<file path="config.mk">
export PLATFORM = sky130hd
export DESIGN_NAME = artm_ctrl
export DESIGN_NICKNAME = d
export VERILOG_FILES = /design/src/hdl/artm_pkg.sv /design/src/hdl/artm_ctrl.sv
export SDC_FILE = /design/constraint.sdc
export NUM_CORES = 1
export LEC_CHECK = 0
export ABC_AREA = 1
export BUFFER_PORTS_ARGS = -buffer_cell sky130_fd_sc_hd__buf_2
export CORE_MARGIN = 2
export CORE_UTILIZATION = 35
export CTS_CLUSTER_SIZE = 8
export DETAILED_ROUTE_END_ITERATION = 12
export GPL_TIMING_DRIVEN = 0
export PLACE_DENSITY = 0.65
export SLEW_MARGIN = 20
export SYNTH_ARGS = -nofsm -noshare
export SYNTH_HDL_FRONTEND = slang
export SYNTH_SLANG_ARGS = --single-unit
</file>
<file path="constraint.sdc">
create_clock -name clk -period 1.23 [get_ports clk]
set_input_delay 0.0615 -clock clk [delete_from_list [all_inputs] [get_ports clk]]
set_output_delay 0.0615 -clock clk [all_outputs]
set_load 0.1 [all_outputs]
</file>
<file path="src/hdl/artm_pkg.sv">
// shared types and constants for the allocation rate trigger monitor
// used by artm_regs, artm_ctrl, artm_dp and the top level
`timescale 1ns / 1ps
`default_nettype none

package artm_pkg;

  localparam int COUNT_WIDTH_DEF = 48;
  localparam int MS_PER_S = 1000;

  localparam int CFG_DATA_W = 64;
  localparam int CFG_ADDR_W = 6;
  localparam int OUT_FIELD_W = 48;

  localparam logic [16:0] ALPHA_ONE = 17'h10000;
  localparam logic [OUT_FIELD_W-1:0] OUT_MAX = '1;

  // register indexes (byte address is 8 times the index)
  localparam logic [2:0] REG_BYTES_TH = 3'd0;
  localparam logic [2:0] REG_CALLS_TH = 3'd1;
  localparam logic [2:0] REG_ALPHA    = 3'd2;
  localparam logic [2:0] REG_FACTOR   = 3'd3;
  localparam logic [2:0] REG_WINDOW   = 3'd4;

  localparam logic [47:0] BYTES_TH_RST = 48'd1048576;
  localparam logic [47:0] CALLS_TH_RST = 48'd1024;
  localparam logic [16:0] ALPHA_RST    = 17'd32768;
  localparam logic [15:0] FACTOR_RST   = 16'd512;
  localparam logic [15:0] WINDOW_RST   = 16'd16;

  typedef struct packed {
    logic [47:0] bytes_th;
    logic [47:0] calls_th;
    logic [16:0] alpha;
    logic [15:0] factor;
    logic [15:0] window_updates;
  } cfg_t;

  typedef enum logic [2:0] {
    MUL_INST_B_ALPHA,
    MUL_SMOOTH_B_BETA,
    MUL_INST_C_ALPHA,
    MUL_SMOOTH_C_BETA,
    MUL_SMOOTH_B_FACTOR,
    MUL_SMOOTH_C_FACTOR
  } mul_sel_t;

  typedef struct packed {
    logic     take_in;
    logic     apply;
    logic     div_load;
    logic     div_step;
    logic     inst_store;
    logic     mul_en;
    mul_sel_t mul_sel;
    logic     acc_load;
    logic     smooth_b_store;
    logic     smooth_c_store;
    logic     close_win;
    logic     peak_store;
    logic     out_load;
  } ctl_cmd_t;

  typedef struct packed {
    logic close_due;
    logic out_free;
  } ctl_status_t;

endpackage

`default_nettype wire

</file>
<file path="src/hdl/artm_ctrl.sv">
// sequencer: accept, update, divide, blend, peak check, result
// depends on artm_pkg, drives artm_dp through ctl_cmd_t
`timescale 1ns / 1ps
`default_nettype none

module artm_ctrl
  import artm_pkg::*;
#(
  parameter int COUNT_WIDTH = COUNT_WIDTH_DEF
) (
  input  wire logic        clk,
  input  wire logic        rst,
  input  wire logic        s_tvalid,
  output logic             s_tready,
  input  ctl_status_t      status,
  output ctl_cmd_t         cmd
);

  localparam int DIV_STEPS = COUNT_WIDTH + 10;
  localparam int CNT_W = $clog2(DIV_STEPS);
  localparam logic [CNT_W-1:0] LAST_STEP = CNT_W'(DIV_STEPS - 1);

  typedef enum logic [3:0] {
    IDLE, APPLY, DECIDE, DIV_RUN, DIV_END,
    BL0, BL1, BL2, BL3, BL4, PK0, PK1, DONE
  } state_t;

  state_t           state;
  logic [CNT_W-1:0] step;

  always_ff @(posedge clk) begin
    if (rst) begin
      state <= IDLE;
      step  <= '0;
    end else begin
      case (state)
        IDLE:    if (s_tvalid) state <= APPLY;
        APPLY:   state <= DECIDE;
        DECIDE: begin
          step  <= '0;
          state <= status.close_due ? DIV_RUN : PK0;
        end
        DIV_RUN: begin
          step <= step + 1'b1;
          if (step == LAST_STEP) state <= DIV_END;
        end
        DIV_END: state <= BL0;
        BL0:     state <= BL1;
        BL1:     state <= BL2;
        BL2:     state <= BL3;
        BL3:     state <= BL4;
        BL4:     state <= PK0;
        PK0:     state <= PK1;
        PK1:     state <= DONE;
        DONE:    if (status.out_free) state <= IDLE;
        default: state <= IDLE;
      endcase
    end
  end

  assign s_tready = (state == IDLE);

  always_comb begin
    cmd = '0;
    cmd.mul_sel = MUL_INST_B_ALPHA;
    case (state)
      IDLE:    cmd.take_in = s_tvalid;
      APPLY:   cmd.apply = 1'b1;
      DECIDE:  cmd.div_load = status.close_due;
      DIV_RUN: cmd.div_step = 1'b1;
      DIV_END: cmd.inst_store = 1'b1;
      BL0: begin
        cmd.mul_en  = 1'b1;
        cmd.mul_sel = MUL_INST_B_ALPHA;
      end
      BL1: begin
        cmd.acc_load = 1'b1;
        cmd.mul_en   = 1'b1;
        cmd.mul_sel  = MUL_SMOOTH_B_BETA;
      end
      BL2: begin
        cmd.smooth_b_store = 1'b1;
        cmd.mul_en         = 1'b1;
        cmd.mul_sel        = MUL_INST_C_ALPHA;
      end
      BL3: begin
        cmd.acc_load = 1'b1;
        cmd.mul_en   = 1'b1;
        cmd.mul_sel  = MUL_SMOOTH_C_BETA;
      end
      BL4: begin
        cmd.smooth_c_store = 1'b1;
        cmd.close_win      = 1'b1;
      end
      PK0: begin
        cmd.mul_en  = 1'b1;
        cmd.mul_sel = MUL_SMOOTH_B_FACTOR;
      end
      PK1: begin
        cmd.peak_store = 1'b1;
        cmd.mul_en     = 1'b1;
        cmd.mul_sel    = MUL_SMOOTH_C_FACTOR;
      end
      DONE:    cmd.out_load = status.out_free;
      default: ;
    endcase
  end

endmodule

`default_nettype wire

</file>
# Word level (Yosys, flattened, before mapping)

Cells that the tools add are included.

Register bits: 10
Input bits: 5
Output and inout bits: 16
Logic and storage cells: 40

Add/subtract/negate cells: 1
Eq/ne operators: 16
Mux-type cells: 17
Reductions and logical operators: 4

Operators by type and width:

| operator            | number |
|---|---|
| $pmux 4 s13         | 1 |
| $pmux 4 s6          | 1 |
| $eq 4x4->1 const B  | 5 |
| $eq 4x3->1 const B  | 4 |
| $mux 4              | 4 |
| $pmux 6 s2          | 1 |
| $mux 1              | 9 |
| $eq 4x2->1 const B  | 2 |
| $add 6x1->6 const B | 1 |
| $eq 6x6->1 const B  | 1 |
| $ne 2x2->1 const B  | 3 |
| $eq 4x1->1 const B  | 1 |
| $logic_not 4->1     | 1 |
| $reduce_and 3->1    | 1 |
| $mux 2              | 1 |
| $reduce_bool 2->1   | 1 |
| $reduce_or 2->1     | 1 |

# Longest topological paths before layout

Gate-level depths: netlist of the first run.

Depth in word-level cells: 3
Depth in mapped cells: 8
Mapped depth without buffers: 8

# Worst setup path before layout of the first run

No wires, ideal clock.

Kind: reg-to-output
From: register state[2]
To: output cmd[9] in the netlist's numbering
Data arrival time: 2.855 ns
Data required time: 1.168 ns
Slack: -1.687 ns
Stages on the path, launching flop included: 5
Buffers on the path: 0
Path through: dfxtp_1 inv_2 nor2_1 inv_1 o21ai_0

RTL lines:

| item                   | RTL line        | text |
|---|---|---|
| from (decl)            | artm_ctrl.sv:28 | `state_t state;` |
| from (signal assigned) | artm_ctrl.sv:41 | `state <= status.close_due ? DIV_RUN : PK0;` |
| to (decl)              | artm_ctrl.sv:16 | `output ctl_cmd_t cmd` |

==> results of run 1 <==
cell usage in the layout (no fill, tap or decap):
cell type / instances
sky130_fd_sc_hd__nor2_4: 9
sky130_fd_sc_hd__nor2_8: 1
sky130_fd_sc_hd__inv_2: 3
sky130_fd_sc_hd__nand4_1: 3
sky130_fd_sc_hd__buf_2: 4
sky130_fd_sc_hd__nand2_4: 5
sky130_fd_sc_hd__o21ai_1: 3
sky130_fd_sc_hd__nand3_2: 7
sky130_fd_sc_hd__o21ai_4: 2
sky130_fd_sc_hd__clkbuf_1: 1
sky130_fd_sc_hd__inv_6: 2
sky130_fd_sc_hd__ha_1: 2
sky130_fd_sc_hd__inv_1: 14
sky130_fd_sc_hd__o21bai_1: 1
sky130_fd_sc_hd__a21oi_2: 1
sky130_fd_sc_hd__dfxtp_1: 5
sky130_fd_sc_hd__clkbuf_4: 3
sky130_fd_sc_hd__o21ai_0: 1
sky130_fd_sc_hd__nand2_1: 21
sky130_fd_sc_hd__a31oi_1: 1
sky130_fd_sc_hd__clkinvlp_4: 1
sky130_fd_sc_hd__nor2_1: 3
sky130_fd_sc_hd__nand3_1: 6
sky130_fd_sc_hd__a21oi_1: 6
sky130_fd_sc_hd__buf_12: 17
sky130_fd_sc_hd__dfxtp_2: 1
sky130_fd_sc_hd__buf_6: 1
sky130_fd_sc_hd__dfxtp_4: 4
sky130_fd_sc_hd__nand2_2: 6
sky130_fd_sc_hd__buf_4: 9
sky130_fd_sc_hd__nor3_4: 3
sky130_fd_sc_hd__inv_4: 3
Yosys cell counts:
cell                       instances  area, um2
sky130_fd_sc_hd__nand4_1           3      18.77
sky130_fd_sc_hd__inv_2             1      3.750
sky130_fd_sc_hd__a31oi_1           1      6.260
sky130_fd_sc_hd__inv_4             1      6.260
sky130_fd_sc_hd__o21ai_0           5      25.02
sky130_fd_sc_hd__nor3_1            3      15.01
sky130_fd_sc_hd__o21ai_1           1      5.000
sky130_fd_sc_hd__nor2_2            1      6.260
sky130_fd_sc_hd__nor2_4            1      11.26
sky130_fd_sc_hd__a21oi_1           7      35.03
sky130_fd_sc_hd__nor2_8            1      20.02
sky130_fd_sc_hd__nand2_2           1      6.260
sky130_fd_sc_hd__ha_1              2      25.02
sky130_fd_sc_hd__nand3_2           2      20.02
sky130_fd_sc_hd__nand2_1          29      108.9
sky130_fd_sc_hd__nand2_4           2      22.52
sky130_fd_sc_hd__nand3_1          11      55.05
sky130_fd_sc_hd__inv_1            21      78.83
sky130_fd_sc_hd__dfxtp_1          10      200.2
sky130_fd_sc_hd__buf_4             1      7.510
sky130_fd_sc_hd__nor2_1           10      37.54
sky130_fd_sc_hd__o21bai_1          1      7.510
per-layer routing:
layer	wire length, um	global-route usage, %	vias to the layer above
li1	-	-	435
met2	1273	39.41	24
met4	38	8.796	0
met1	915	22.56	420
met5	0	0	-
met3	77	3.374	5
sequential cells by signal (all words and copies together), names as in the netlist:
register	cells
state	4
step	6
what timing repair did:
| action | CTS | global route |
|---|---|---|
| setup buffers | 7 | 3 |
| pin swaps | 12 | 2 |
| endpoints found under the setup margin | 18 | 20 |
| resized for setup | 76 | 9 |
stage by stage:
step	cells	utilization, %	hold slack, ns	cell area [um2]
final	176	72.70	0.01768	1426
after global routing	176	72.70	0.03630	1426
after CTS	173	70.03	0.02852	1374
after detailed placement	162	52.61	0.3144	1032
after global placement	162	52.61	0.3045	1032
after floorplan	115	-	0.1232	898.4
cell type report:
cell class	count	area share [%]
repair buffers	30	29.39
inverters	23	7.544
multi-input cells	81	42.28
plain buffers	1	1.404
well taps	27	2.368
clock buffers	4	1.842
flip-flops and latches	10	15.18
cell families (layout without fill, tap and decap cells):
| logic type | Yosys count | in the layout | share of synthesized area [%] |
|---|---|---|---|
| flops | 10 | 10 | 27.73 |
| simple gates | 64 | 64 | 44.54 |
| buf+inv | 24 | 58 | 13.35 |
| compound gates | 15 | 15 | 10.92 |
| fa+ha+maj | 2 | 2 | 3.466 |
worst min path at each step:
stage	endpoint	from	slack, ns
2_1_floorplan	state[1]	rst	0.12
3_3_place_gp	state[1]	rst	0.30
3_5_place_dp	state[1]	rst	0.31
4_1_cts	state[1]	rst	0.03
5_1_grt	state[1]	rst	0.04
6_report	state[1]	rst	0.02
power breakdown:
group          total [mW]  internal (mW)  switching, mW
combinational        2.90           1.02           1.88
sequential          0.588          0.413          0.174
clock               0.239          0.126          0.114
==> impl_metrics.yaml, run 1 <==
worst_setup_path:
  slowest_stage_cell_on_the_critical_path: "sky130_fd_sc_hd__dfxtp_4"
  timing.critical_path.depth: 5
  worstPathArrival_ns: 1.31
  path_class: "reg2out"
  cp_num_buf_inv: 3
  timing.critical_path.max_delay_family: "flip-flops"
  reg2regPathDepth: 7
  worst_r2r_startpoint: "state[0]"
  critical_path.endpoint: "cmd[3]"
  path_common_cell: "sky130_fd_sc_hd__buf_12"
  critPathCaptureType: "output pin"
  setup.reg_to_reg.worst_slack_ns: 0.01
  worstPathCellList: "inv_6 > nand2_4 > nor2_4 > buf_12 > buf_12"
  slowest_delay_ns: 0.38
  timing.critical_path.from: "state[2]"
  critPathRequiredTime_ns: 1.17
  endpoint_of_the_worst_slack_reg_to_reg_timing_path: "state[2]"
  critical_path_startpoint_category: "flop"
  crit_fanout: 5
global_routing:
  global_route.usage.total_pct: 20.83
  grt_max_degree: 9
  grt_pass1_vias: 866
  total_global_routing_overflow: 0
  grt_antenna_before_repair: 0
  grt_first_pass_wirelength_um: 3919
timing:
  skew_ns: 0.001277
  timing.max_slew.rel_slack_pct: 86.17
  timing.final.max_slew_violations: 0
  post-route-min-period_ns: 1.376
  final-hold-violation-count: 0
  worst_pin_slew_ns: 0.2072
  timing.fmax_ghz: 0.7269
  setup_total_negative_slack_ns: -1.396
  setup_viol: 15
  post_route_clock_period_utilization_pct: 111.8
  rsz_0062_raised_after_global_routing: "yes"
  postLayoutSetupSlackWorst_ns: -0.1457
floorplanning:
  io-pin-count: 21
  core_area_um2: 1962
  initial_utilization_pct: 36.80
  die-width_um: 49.42
  die_area_um2: 2442
  die-height_um: 49.42
  rows: 16
clock_tree:
  reg_clk_slew_reported_paths_ns: 0.06
  tritoncts.num_buffers: 3
  clk-insertion-delay-late_ns: 0.27
  cts-hold-fix-buffers: 0
  cts_htree_levels: 1
  cts.path.max_buffers: 2
  cts_root_buf: "sky130_fd_sc_hd__clkbuf_4"
  numClockSinks: 10
  cts_tree: "done"
layout:
  n_antenna_cell: 0
  nets: 157
  drive_above_1_share_pct: 55.03
  ff_latch_area_um2: 216.5
  multiInputGateArea_um2: 603.1
  filler_cell_count: 147
  flow.area_growth_from_synthesis_pct: 97.57
outcome:
  violations: "setup timing"
  run_status: "complete, but fails checks"
synthesis:
  syn_inst: 115
  netlist_area_um2: 721.9
  synth_seq_cells: 10
  net_count_of_the_mapped_netlist: 122
  synth_cell_type_count: 22
  ys_seq_area_share_pct: 27.73
  ys.warnings.count: 0
  synthesis.area_per_instance_um2: 6.278
detailed_routing:
  starting_drt_drc_count: 11
  ant_nets: 0
  route.detailed.vias_per_inst: 5.023
  post-route-drc-count: 0
  routed_wl_um: 2304
  route.detailed.wl_per_inst_um: 13.09
  firstDrtPassIters: 4
  vias: 884
min_path:
  class_of_the_tightest_hold_or_removal_check: "in2reg"
  whs_path_depth: 2
power_and_ir_drop:
  total_leakage_power_nw: 0.6307
  design_power_total_mw: 3.724
  power_density_nw_per_um2: 2611
  vdd_ir_drop_max_mv: 2.236
placement:
  dp_worst_setup_slack_ns: -0.2129
  port_buffer_cells: 20
  place.gp.congestion: 0.7991
  post-dp-hpwl_um: 1393
run:
  cap_viol_max_count: 0
Note: power is estimated with default switching activity, not from simulation.
==> run 2: changes to the inputs <==
Settings changed: CELL_PAD_IN_SITES_DETAIL_PLACEMENT from default to 0, CELL_PAD_IN_SITES_GLOBAL_PLACEMENT from default to 1, CORE_UTILIZATION 35 to 33, PLACE_DENSITY 0.65 to 0.83.
==> run 2 against run 1 <==
The run still ends with setup timing left. Critical path depth fell by 1. Flip-flop and latch count unchanged. Sequential power increased by 3%. Setup slack got worse by 0.039 ns. Final cell count rose by 2.8%. Die area is 5.6% higher. Clock skew increased by 0.0011 ns. First-iteration DRC count rose to 2.7 times the previous value. Design area is 5.0% higher. Sequential share of layout area down 0.72 points. Maximum frequency is 2.7% lower. Highest routed layer unchanged.
==> impl_metrics.yaml, run 2 (synthesis results as in run 1) <==
timing:
  post-route-min-period_ns: 1.414
  skew_ns: 0.002370
  rsz_0062_raised_after_global_routing: "yes"
  worst_pin_slew_ns: 0.2137
  timing.fmax_ghz: 0.7070
  post_route_clock_period_utilization_pct: 115.0
  final-hold-violation-count: 0
  final.hold.worst_slack_ns: 0.03479
  timing.final.max_slew_violations: 0
  setup_total_negative_slack_ns: -1.856
  setup_viol: 17
  timing.max_slew.rel_slack_pct: 85.72
  postLayoutSetupSlackWorst_ns: -0.1844
layout:
  n_antenna_cell: 0
  layout.cells.non_filler: 181
  largest_register_ffs: 6
  fin_util_pct: 74.07
  nets: 162
  most_frequent_cells_in_the_layout: "sky130_fd_sc_hd__nand2_1, sky130_fd_sc_hd__buf_12, sky130_fd_sc_hd__inv_1, sky130_fd_sc_hd__buf_4, sky130_fd_sc_hd__nor2_4"
  design_area_um2: 1498
  reg.largest.list: "step (6), state (4)"
  most_common_cell_after_layout_fill_and_taps_aside: "sky130_fd_sc_hd__nand2_1"
  drive_above_1_share_pct: 58.44
  filler_cell_count: 143
  largest-register: "step"
  flow.area_growth_from_synthesis_pct: 107.5
detailed_routing:
  firstDrtPassIters: 4
  route.detailed.vias_per_inst: 4.917
  route.detailed.wl_per_inst_um: 15.22
  vias: 890
  routed_wl_um: 2754
  starting_drt_drc_count: 30
  ant_nets: 0
  post-route-drc-count: 0
clock_tree:
  cts-hold-fix-buffers: 0
  tritoncts.num_buffers: 3
  cts.path.max_buffers: 2
  cts_root_buf: "sky130_fd_sc_hd__clkbuf_4"
  numClockSinks: 10
  cts_htree_levels: 1
  clk-insertion-delay-late_ns: 0.26
  cts_tree: "done"
  reg_clk_slew_reported_paths_ns: 0.06
worst_setup_path:
  crit_fanout: 6
  setup.reg_to_reg.worst_slack_ns: -0.07
  timing.critical_path.depth: 4
  critical_path_startpoint_category: "flop"
  worstPathArrival_ns: 1.35
  critPathCaptureType: "output pin"
  cp_num_buf_inv: 2
  reg2regPathDepth: 7
  worst_r2r_startpoint: "state[3]"
  path_class: "reg2out"
  endpoint_of_the_worst_slack_reg_to_reg_timing_path: "state[2]"
  timing.critical_path.max_delay_family: "flip-flops"
  critPathRequiredTime_ns: 1.17
  slowest_delay_ns: 0.40
  worstPathCellList: "nor2_4 > inv_4 > nor3_4 > buf_12"
  slowest_stage_cell_on_the_critical_path: "sky130_fd_sc_hd__dfxtp_4"
global_routing:
  global_route.usage.total_pct: 21.10
  total_global_routing_overflow: 0
  grt_max_degree: 9
  grt_pass1_vias: 801
  grt_first_pass_wirelength_um: 3953
  grt_antenna_before_repair: 0
min_path:
  whs_path_depth: 2
  hp-start: "rst"
  worst_hold_path.endpoint: "state[1]"
  class_of_the_tightest_hold_or_removal_check: "in2reg"
placement:
  place.gp.congestion: 0.7986
  dp_worst_setup_slack_ns: -0.2066
  detailed_place.area_um2: 1032
  dp_cells: 162
  port_buffer_cells: 20
  post-dp-hpwl_um: 1458
power_and_ir_drop:
  power_density_nw_per_um2: 2652
  total_leakage_power_nw: 0.6774
  vdd_ir_drop_max_mv: 1.601
  design_power_total_mw: 3.972
outcome:
  run_status: "complete, but fails checks"
  violations: "setup timing"
floorplanning:
  die-height_um: 50.77
  core_area_um2: 2022
  rows: 16
  io-pin-count: 21
  die-width_um: 50.77
  initial_utilization_pct: 35.71
  die_area_um2: 2578
run:
  cap_viol_max_count: 0
run 2: worst max-delay path by stage:
stage,startpoint,end
global route,state[1],cmd[14]
global placement,state[3],cmd[11]
floorplan,state[1],cmd[0]
detailed placement,state[1],cmd[6]
finish,state[1],cmd[0]
CTS,state[2],cmd[14]
run 2: what timing repair did:
action / CTS / global route
pin swaps: 11 / 11
gates cloned: 0 / 0
setup buffers: 8 / 7
gates resized for setup: 80 / 14
setup endpoints to repair: 19 / 22
run 2: worst reg2reg max path: cells and delay by family, from the launching register on:
kind,cells,cell delay (ns)
AO/OA/AOI/OAI,1,0.12
flip-flops,1,0.39
AND/OR/NAND/NOR,4,0.46
buffers and inverters,2,0.23
run 2: metal layers:
layer	global-route usage [%]	wire length (um)
met5	0	0
met4	3.604	42
met3	5.060	98
met2	36.18	1471
met1	27.11	1141
run 2: cell type report:
type	count	area, um2	area share, %
Multi-Input combinational cell	81	625.6	41.77
Timing Repair Buffer	35	467.9	31.24
Sequential cell	10	216.5	14.45
Inverter	23	107.6	7.185
Tap cell	27	33.78	2.256
Clock buffer	4	26.28	1.754
Buffer	1	20.02	1.337
run 2: where the power goes:
group / leakage [nW] / switching, mW / internal, mW
Sequential: 0.0845 / 0.194 / 0.413
Combinational: 0.578 / 2.00 / 1.13
Clock: 0.0150 / 0.110 / 0.125
Total: 0.677 / 2.30 / 1.67
==> run 3: changes to the inputs <==
Settings changed: CORE_MARGIN 2 to 1, CORE_UTILIZATION 33 to 35, CTS_BUF_LIST from default to sky130_fd_sc_hd__clkbuf_8, PLACE_DENSITY 0.83 to 0.86, SLEW_MARGIN 20 to 10.
==> run 3 against run 2 <==
The run still ends with setup timing left. Die area is 13% lower. Design area up 0.75%. Sequential share of layout area up 0.14 points. Power grew 0.75%. Final cell count decreased by 3.3%. Clock power grew 49%. Clock skew up 0.0071 ns. Core utilization is 3.6 points higher. Flip-flop and latch count unchanged. Largest cell class unchanged. Largest power group unchanged.
==> impl_metrics.yaml, run 3 (synthesis results as in run 1) <==
timing:
  timing.max_slew.rel_slack_pct: 87.10
  setup_viol: 17
  skew_ns: 0.009490
  final.hold.worst_slack_ns: 0.07570
  post-route-min-period_ns: 1.364
  worst_pin_slew_ns: 0.1922
  rsz_0062_raised_after_global_routing: "yes"
  timing.final.max_slew_violations: 0
  final-hold-violation-count: 0
  postLayoutSetupSlackWorst_ns: -0.1341
  post_route_clock_period_utilization_pct: 110.9
  timing.fmax_ghz: 0.7331
placement:
  port_buffer_cells: 20
  dp_worst_setup_slack_ns: -0.2394
  place.gp.congestion: 0.7696
  post-dp-hpwl_um: 1432
  dp_cells: 162
clock_tree:
  reg_clk_slew_reported_paths_ns: 0.05
  tritoncts.num_buffers: 3
  cts-hold-fix-buffers: 0
  cts.path.max_buffers: 2
  cts_root_buf: "sky130_fd_sc_hd__clkbuf_8"
  numClockSinks: 10
  cts_htree_levels: 1
  cts_tree: "done"
  clk-insertion-delay-late_ns: 0.24
min_path:
  class_of_the_tightest_hold_or_removal_check: "in2reg"
  whs_path_depth: 2
layout:
  flow.area_growth_from_synthesis_pct: 109.0
  most_common_cell_after_layout_fill_and_taps_aside: "sky130_fd_sc_hd__nand2_1"
  n_antenna_cell: 0
  layout.cells.non_filler: 175
  reg.largest.list: "step (6), state (4)"
  most_frequent_cells_in_the_layout: "sky130_fd_sc_hd__nand2_1, sky130_fd_sc_hd__buf_12, sky130_fd_sc_hd__inv_1, sky130_fd_sc_hd__nor2_4, sky130_fd_sc_hd__nand3_1"
  nets: 156
  filler_cell_count: 122
  largest-register: "step"
  largest_register_ffs: 6
  drive_above_1_share_pct: 56.76
floorplanning:
  initial_utilization_pct: 37.18
  core_area_um2: 1942
  die-width_um: 47.42
  die_area_um2: 2248
  rows: 16
  io-pin-count: 21
  die-height_um: 47.42
power_and_ir_drop:
  power_frac_clock_pct: 8.7
  p_comb_share_pct: 76.1
  p_int_mw: 1.717
  total_leakage_power_nw: 0.6446
  design_power_total_mw: 4.002
  power_density_nw_per_um2: 2652
  seq_power_share_pct: 15.2
  switchingPower_mw: 2.285
  vdd_ir_drop_max_mv: 2.484
  switching_share_of_power_pct: 57.09
worst_setup_path:
  worstPathArrival_ns: 1.30
  crit_fanout: 6
  critPathCaptureType: "output pin"
  reg2regPathDepth: 8
  critPathRequiredTime_ns: 1.17
  path_class: "reg2out"
  critical_path_startpoint_category: "flop"
detailed_routing:
  routed_wl_um: 2574
  firstDrtPassIters: 4
  post-route-drc-count: 0
  vias: 898
  route.detailed.wl_per_inst_um: 14.71
  ant_nets: 0
  starting_drt_drc_count: 17
  route.detailed.vias_per_inst: 5.131
global_routing:
  grt_pass1_vias: 827
  grt_antenna_before_repair: 0
  total_global_routing_overflow: 0
  grt_first_pass_wirelength_um: 3670
  global_route.usage.total_pct: 24.32
  grt_max_degree: 9
run:
  cap_viol_max_count: 0
outcome:
  violations: "setup timing"
  run_status: "complete, but fails checks"
## run 3: power groups by stage
stage          Sequential (mW)  Combinational [mW]  Clock, mW
2_1_floorplan            0.521                1.85          0
3_3_place_gp             0.544                2.07          0
3_5_place_dp             0.543                2.08          0
4_1_cts                  0.577                2.85      0.360
5_1_grt                  0.616                3.16      0.377
6_report                 0.608                3.04      0.349
## run 3: what timing repair did
| item | 4_1_cts | 5_1_grt |
|---|---|---|
| gates resized for setup | 75 | 22 |
| setup buffers | 7 | 2 |
| setup endpoints to repair | 19 | 20 |
| pin swaps | 9 | 8 |
## run 3: final timing paths
kind	startpoint	to	slack (ns)
worst max-delay path	state[3]	cmd[14]	-0.13
worst min-delay path	rst	step[4]	0.08
worst max register to register	state[3]	state[2]	-0.03
worst min register to register	step[4]	step[4]	0.51
## run 3: area by class of cell
type,instances,area [um2],area share [%]
timing repair buffer,29,435.4,28.86
multi-input combinational,81,646.9,42.87
clock inverter,1,3.754,0.2488
clock buffer,3,41.29,2.736
tap,27,33.78,2.239
inverter,23,107.6,7.131
buffer,1,20.02,1.327
sequential,10,220.2,14.59
## run 3: metrics by stage
stage               TNS [ns]  area (um2)  utilization [%]
floorplan             -2.183       898.4                -
global placement      -1.409        1032            53.16
detailed placement    -1.490        1032            53.16
CTS                  -0.9400        1406            72.42
global route          -2.203        1509            77.71
finish                -1.308        1509            77.71
## run 3: worst max-delay path, stage by stage (launching register included)
cell	delay (ns)
sky130_fd_sc_hd__dfxtp_4	0.40
sky130_fd_sc_hd__nor2_4	0.17
sky130_fd_sc_hd__inv_6	0.09
sky130_fd_sc_hd__nor3_4	0.20
sky130_fd_sc_hd__buf_12	0.20
## run 3: routing by layer
metal | up-vias | track usage, % | wire length, um
li1 | 432 | - | -
met1 | 424 | 28.80 | 1043
met2 | 34 | 40.00 | 1376
met3 | 8 | 7.925 | 75
met4 | 0 | 10.86 | 78
met5 | - | 0 | 0
